**config.mk**
```make
export PLATFORM = sky130hd
export DESIGN_NAME = scp_back
export DESIGN_NICKNAME = d
export VERILOG_FILES = /design/src/rtl/core/scp_pkg.sv /design/src/rtl/core/scp_back.sv
export SDC_FILE = /design/constraint.sdc
export NUM_CORES = 2
export LEC_CHECK = 0
export ABC_AREA = 1
export BUFFER_PORTS_ARGS = -buffer_cell sky130_fd_sc_hd__buf_4
export CORE_ASPECT_RATIO = 0.9
export CORE_UTILIZATION = 50
export DETAILED_ROUTE_END_ITERATION = 8
export GPL_TIMING_DRIVEN = 0
export MAX_ROUTING_LAYER = met4
export PLACE_DENSITY = 0.71
export SLEW_MARGIN = 10
export SYNTH_ARGS = -nofsm -noshare
export SYNTH_HDL_FRONTEND = slang
export SYNTH_SLANG_ARGS = --single-unit
```
**constraint.sdc**
```tcl
create_clock -name clk -period 10.35 [get_ports clk]
set_clock_uncertainty 0.2 [all_clocks]
set_input_delay 3.105 -clock clk [delete_from_list [all_inputs] [get_ports clk]]
set_output_delay 3.105 -clock clk [all_outputs]
set_load 0.03 [all_outputs]
```
**src/rtl/core/scp_pkg.sv**
```systemverilog
`default_nettype none
package scp_pkg;

	localparam int COORD_WIDTH_DEF   = 32;
	localparam int FRACTION_BITS_DEF = 16;

	// register indexes of the configuration port
	localparam logic [1:0] REG_END_A_X = 2'd0;
	localparam logic [1:0] REG_END_A_Y = 2'd1;
	localparam logic [1:0] REG_END_B_X = 2'd2;
	localparam logic [1:0] REG_END_B_Y = 2'd3;

	// reset values of the endpoints (b is 1.0, 1.0 in q16.16)
	localparam longint RESET_A = 0;
	localparam longint RESET_B = 65536;

	// clamp kinds
	localparam logic [1:0] KIND_INTERIOR = 2'd0;
	localparam logic [1:0] KIND_END_A    = 2'd1;
	localparam logic [1:0] KIND_END_B    = 2'd2;

	typedef struct packed {
		logic       valid;
		logic [1:0] kind;
	} ctl_t;

endpackage
`default_nettype wire

```
**src/rtl/core/scp_back.sv**
```systemverilog
`default_nettype none
module scp_back #(
	parameter int COORD_WIDTH   = scp_pkg::COORD_WIDTH_DEF,
	parameter int FRACTION_BITS = scp_pkg::FRACTION_BITS_DEF
) (
	input  wire logic                          clk,
	input  wire logic                          arst_n,
	input  wire logic                          en,
	input  wire scp_pkg::ctl_t                 ctl_i,
	input  wire logic [FRACTION_BITS-1:0]      lam_i,
	input  wire logic signed [COORD_WIDTH-1:0] end_a_x,
	input  wire logic signed [COORD_WIDTH-1:0] end_a_y,
	input  wire logic signed [COORD_WIDTH-1:0] end_b_x,
	input  wire logic signed [COORD_WIDTH-1:0] end_b_y,
	output scp_pkg::ctl_t                      ctl_o,
	output logic [COORD_WIDTH-1:0]             near_x,
	output logic [COORD_WIDTH-1:0]             near_y
);
	localparam int DW = COORD_WIDTH + 1;
	localparam int MW = FRACTION_BITS + 1 + DW;

	logic signed [DW-1:0] dx, dy;
	logic signed [MW-1:0] mx_s1, my_s1;
	scp_pkg::ctl_t        ctl_s1;

	assign dx = DW'(end_b_x) - DW'(end_a_x);
	assign dy = DW'(end_b_y) - DW'(end_a_y);

	always_ff @(posedge clk or negedge arst_n) begin
		if (!arst_n) begin
			ctl_s1 <= '0;
		end else if (en) begin
			ctl_s1 <= ctl_i;
		end
	end

	always_ff @(posedge clk) begin
		if (en) begin
			mx_s1 <= MW'($signed({1'b0, lam_i})) * MW'(dx);
			my_s1 <= MW'($signed({1'b0, lam_i})) * MW'(dy);
		end
	end

	always_comb begin
		ctl_o = ctl_s1;
		case (ctl_s1.kind)
			scp_pkg::KIND_END_A: begin
				near_x = end_a_x;
				near_y = end_a_y;
			end
			scp_pkg::KIND_END_B: begin
				near_x = end_b_x;
				near_y = end_b_y;
			end
			default: begin
				// floor shift of lambda * d, added to a
				near_x = end_a_x + mx_s1[FRACTION_BITS+COORD_WIDTH-1:FRACTION_BITS];
				near_y = end_a_y + my_s1[FRACTION_BITS+COORD_WIDTH-1:FRACTION_BITS];
			end
		endcase
	end

endmodule
`default_nettype wire

```
Yosys cells after proc, flatten, opt, wreduce, memory -nomap -nowiden:

Cells that the tools add are included.

* add/sub/neg operators: 4
* multipliers: 2
* eq/ne operators: 2
* mux-type cells: 2

Operators with widths (number)
* $pmux 32 s2: 2
* $mul 17x33->48: 2
* $sub 32x32->33: 2
* $add 32x32->32: 2
* $eq 2x1->1 const B: 1
* $eq 2x2->1 const B: 1

* register bits: 99
* input bits: 150
* output and inout port bits: 67
* logic and storage cells: 14

Logic depth before layout (Yosys ltp):

* word-level depth: 2
* mapped depth: 42
* mapped depth without buffers: 42

Worst setup path after synthesis:

OpenSTA, ideal clock, no wires.

* path type: input -> register
* start point: input end_b_x[0]
* end point: register mx_s1[47] (data pin)
* setup time: 252 ps
* arrival time: 9731 ps
* data required time: 9898 ps
* slack: 167 ps
* stages: 38
* buffers on the path: 1
* path through: inv_1 ha_1 fa_1 inv_1 nand2_1 nand2_1 nand3_1 nand2_1 nand2_1 nand2_2 nand2_1 nand2_1 nand2_1 nand2_2 inv_1 nor2_1 inv_1 fa_1 [2 not listed] buf_1 xor2_1 ha_1 fa_1 inv_1 fa_1 inv_1 fa_1 ha_1 inv_1 nor3_1 nand2_1 nor4_1 nand2_1 nand3_1 inv_1 nand2_1 nand2_1

* longest elaborated chain between the ends: 2

RTL lines
* from (decl): line scp_back.sv:13 `input wire logic signed [COORD_WIDTH-1:0] end_b_x,`
* $sub 32x32->33: line scp_back.sv:26 `assign dx = DW'(end_b_x) - DW'(end_a_x);`
* $mul 17x33->48: line scp_back.sv:39 `mx_s1 <= MW'($signed({1'b0, lam_i})) * MW'(dx);`
* to (signal assigned): line scp_back.sv:39
* to (decl): line scp_back.sv:23 `logic signed [MW-1:0] mx_s1, my_s1;`

No other way between the ends.
A chain may end at the register's enable or synchronous reset.

Worst setup path in the final report:

* start point: input lam_i[7]
* end point: register mx_s1[47] (data pin)

* longest elaborated chain between the ends: 1

RTL lines
* from (decl): line scp_back.sv:10 `input wire logic [FRACTION_BITS-1:0] lam_i,`
* $mul 17x33->48: line scp_back.sv:39

No other way between the ends.

==> qor.yml <==
status: "complete, but fails checks"
violations: "max-capacitance violations, max-slew violations"
syn_avg_cell_area_um2: 7.38
grt_usage_pct: 44.2
finalWorstSetupSlack_ps: 17.2
post-synth-top-area-fraction_pct: 40.3
start_kind: "input port"
dieArea_um2: 97900
top_layer: "met4"
cp_max_fo: 10
rsz0062_at_grt: "yes"
nets: 8391
cts_sinks: 67
fin_util_pct: 59.9
rr_startpoint: "ctl_o[2]"
synth_compound_area_share_pct: 8.04
worstHoldStart: "ctl_o[2]"
wl_um: 212000
drv_slew: 22
grt_pass1_vias: 46600
die_width_um: 330
synth_area_leaders: "fa_1, inv_1, nand2_1"
fillers: 9012
crit_path_end_kind: "flip-flop"
synth_top_cell_by_area: "fa_1"
drt_iter0_markers: 5681
tritoncts.num_buffers: 9
hold_class: "reg2reg"
fmax_mhz: 96.8
clk_pin_slew_worst_paths_ps: 70
vias: 47400
synthAdderAreaFrac_pct: 49.5
startpoint: "lam_i[7]"
drv_cap: 2
areaGrowthSynthToFinish_pct: 18.0
rows: 107
worstSkewPairLatency_ps: 370
wl_met2_um: 86100
reg2reg_to: "ctl_o[2]"
synth_top_family_by_area: "adder cells"
setup_viol: 0
syn_inst: 6543
holdWs_ps: 320
instances_no_fill: 8185
hold_depth: 1
synth_edf_count: 64
port_buffers: 205
io_pins: 217
period_needed_ps: 10330
cts_tree: "done"
core_area_um2: 95200
synthArstFlopShare_pct: 4.48
required_ps: 10270
cp.arrival_ps: 10250
synthMuxAreaShare_pct: 0.0233
wl_met1_um: 85200
wl_per_cell_um: 25.9
synthMostInstantiatedCell: "inv_1"
synthXorXnorAreaFrac_pct: 2.38
holdBufCountCts: 0
worst-setup-path-type: "in2reg"
wl_met3_um: 30600
post_drt_via_cell_ratio: 5.80
synth_cell_type_count: 60
hpwl_um: 176000
finalCritPeriodShare_pct: 99.8
drc: 0
die_y_um: 297
place_inst: 8001
tightestPinTransition_ps: 1570
worst_hold_path.endpoint: "ctl_o[2]"
synth_seq_cells: 67
relSlewSlack_pct: -4.51
netlist_area_um2: 48300
grt_max_degree: 70
cts_root_buffer: "clkbuf_16"
antenna_found_initial: 11
pre_cts_ws_ps: -1960
grt_overflow_total: 0
clockBufferDepth: 2
drive_gt1_share_pct: 15.9
h-tree-depth: 3
synth-simple-area-share_pct: 22.2
ys_warn_count: 0
ys.flop_type: "edfxtp_1"
seq_area_frac_synth_pct: 4.13
r2r_cells: 1
grt_pass1_wl_um: 304000
initial_core_util_pct: 50.7
synth_common_cells: "inv_1, nand2_1, fa_1"
first_pass_iters: 8
place.gp.congestion: 1.05
hold_viol: 0
rrSetupSlack_ps: 9400
synth_fp_nets: 8019
antenna_left: 0
==> repair_timing <==
action,CTS,global route
resized for setup,338,616
gates cloned,0,3
buffers inserted,52,106
pin swaps,38,212
endpoints found under the setup margin,64,64
==> cells in the final DEF, fill, tap and decap left out, types with 41 or more instances in the layout <==
| cell | count |
|---|---|
| nor2_1 | 714 |
| fa_1 | 931 |
| ha_1 | 253 |
| edfxtp_1 | 64 |
| o21ai_0 | 140 |
| nand2_4 | 43 |
| nand4_1 | 43 |
| nand3_1 | 352 |
| nand2_1 | 1108 |
| ha_4 | 64 |
| or2_2 | 48 |
| nand2_2 | 68 |
| clkbuf_1 | 115 |
| nor2_2 | 61 |
| inv_1 | 1530 |
| a21oi_2 | 52 |
| xor2_1 | 42 |
| fa_2 | 41 |
| a21oi_1 | 219 |
| buf_4 | 340 |
==> stage by stage <==
stage	cell area (um2)	TNS, ps
after global placement	51400	-67110
final	57000	0
after detailed placement	51400	-68830
after floorplan	48300	0
after CTS	53700	-267
after global routing	57000	-1870
==> layer usage <==
layer  global-route usage [%]  vias up
li1                         -    20500
met1                     60.1    23400
met2                     60.1     3064
met3                     15.5      511
met4                     16.6        0
met5                        -        -
==> sequential cells by signal, indices dropped and copies added, names as in the netlist <==
| name | count |
|---|---|
| ctl_o | 3 |
| mx_s1 | 32 |
| my_s1 | 32 |
==> cell type report <==
type	count	area, um2	share of cell area (%)
Antenna cell	12	30.0	0.0527
Buffer	178	903	1.58
Clock buffer	10	229	0.402
Clock inverter	6	88.8	0.156
Inverter	1581	5980	10.5
Multi-Input combinational cell	4712	43200	75.7
Sequential cell	67	2000	3.50
Tap cell	1253	1570	2.75
Timing Repair Buffer	366	3050	5.34
==> worst max path at each step <==
| stage | endpoint | depth (start not counted) | slack (ps) |
|---|---|---|---|
| after floorplan | mx_s1[47] | 38 | 170 |
| after global placement | mx_s1[47] | 35 | -1820 |
| after detailed placement | mx_s1[47] | 37 | -1960 |
| after global routing | my_s1[32] | 35 | -120 |
| final | mx_s1[47] | 26 | 20 |
| after CTS | mx_s1[47] | 39 | -160 |
==> critical path, stage by stage <==
cell and delay [ps]:
clkdlybuf4s15_1 690, clkinv_1 320, clkbuf_1 1040, nor2_1 220, fa_1 560, inv_1 50, fa_1 470, fa_1 520
inv_1 60, fa_1 500, fa_1 500, inv_1 50, fa_1 470, inv_1 80, ha_4 320, nand2_1 100
nor2_1 160, inv_1 90, nor2_2 120, inv_1 90, nor4_2 270, nand2_1 130, nand3_4 130, inv_1 50
nand2_1 70, nand2_2 80
==> cells by family after synthesis <==
family,Yosys count
flops,67
simple gates,2589
compound gates,669
fa+ha+maj,1326
xor+xnor,127
buf+inv,1764
mux,1
Power is left out: the tool's default activity adds up to more than one toggle a clock period on the data nets, which glitch-free logic cannot reach.
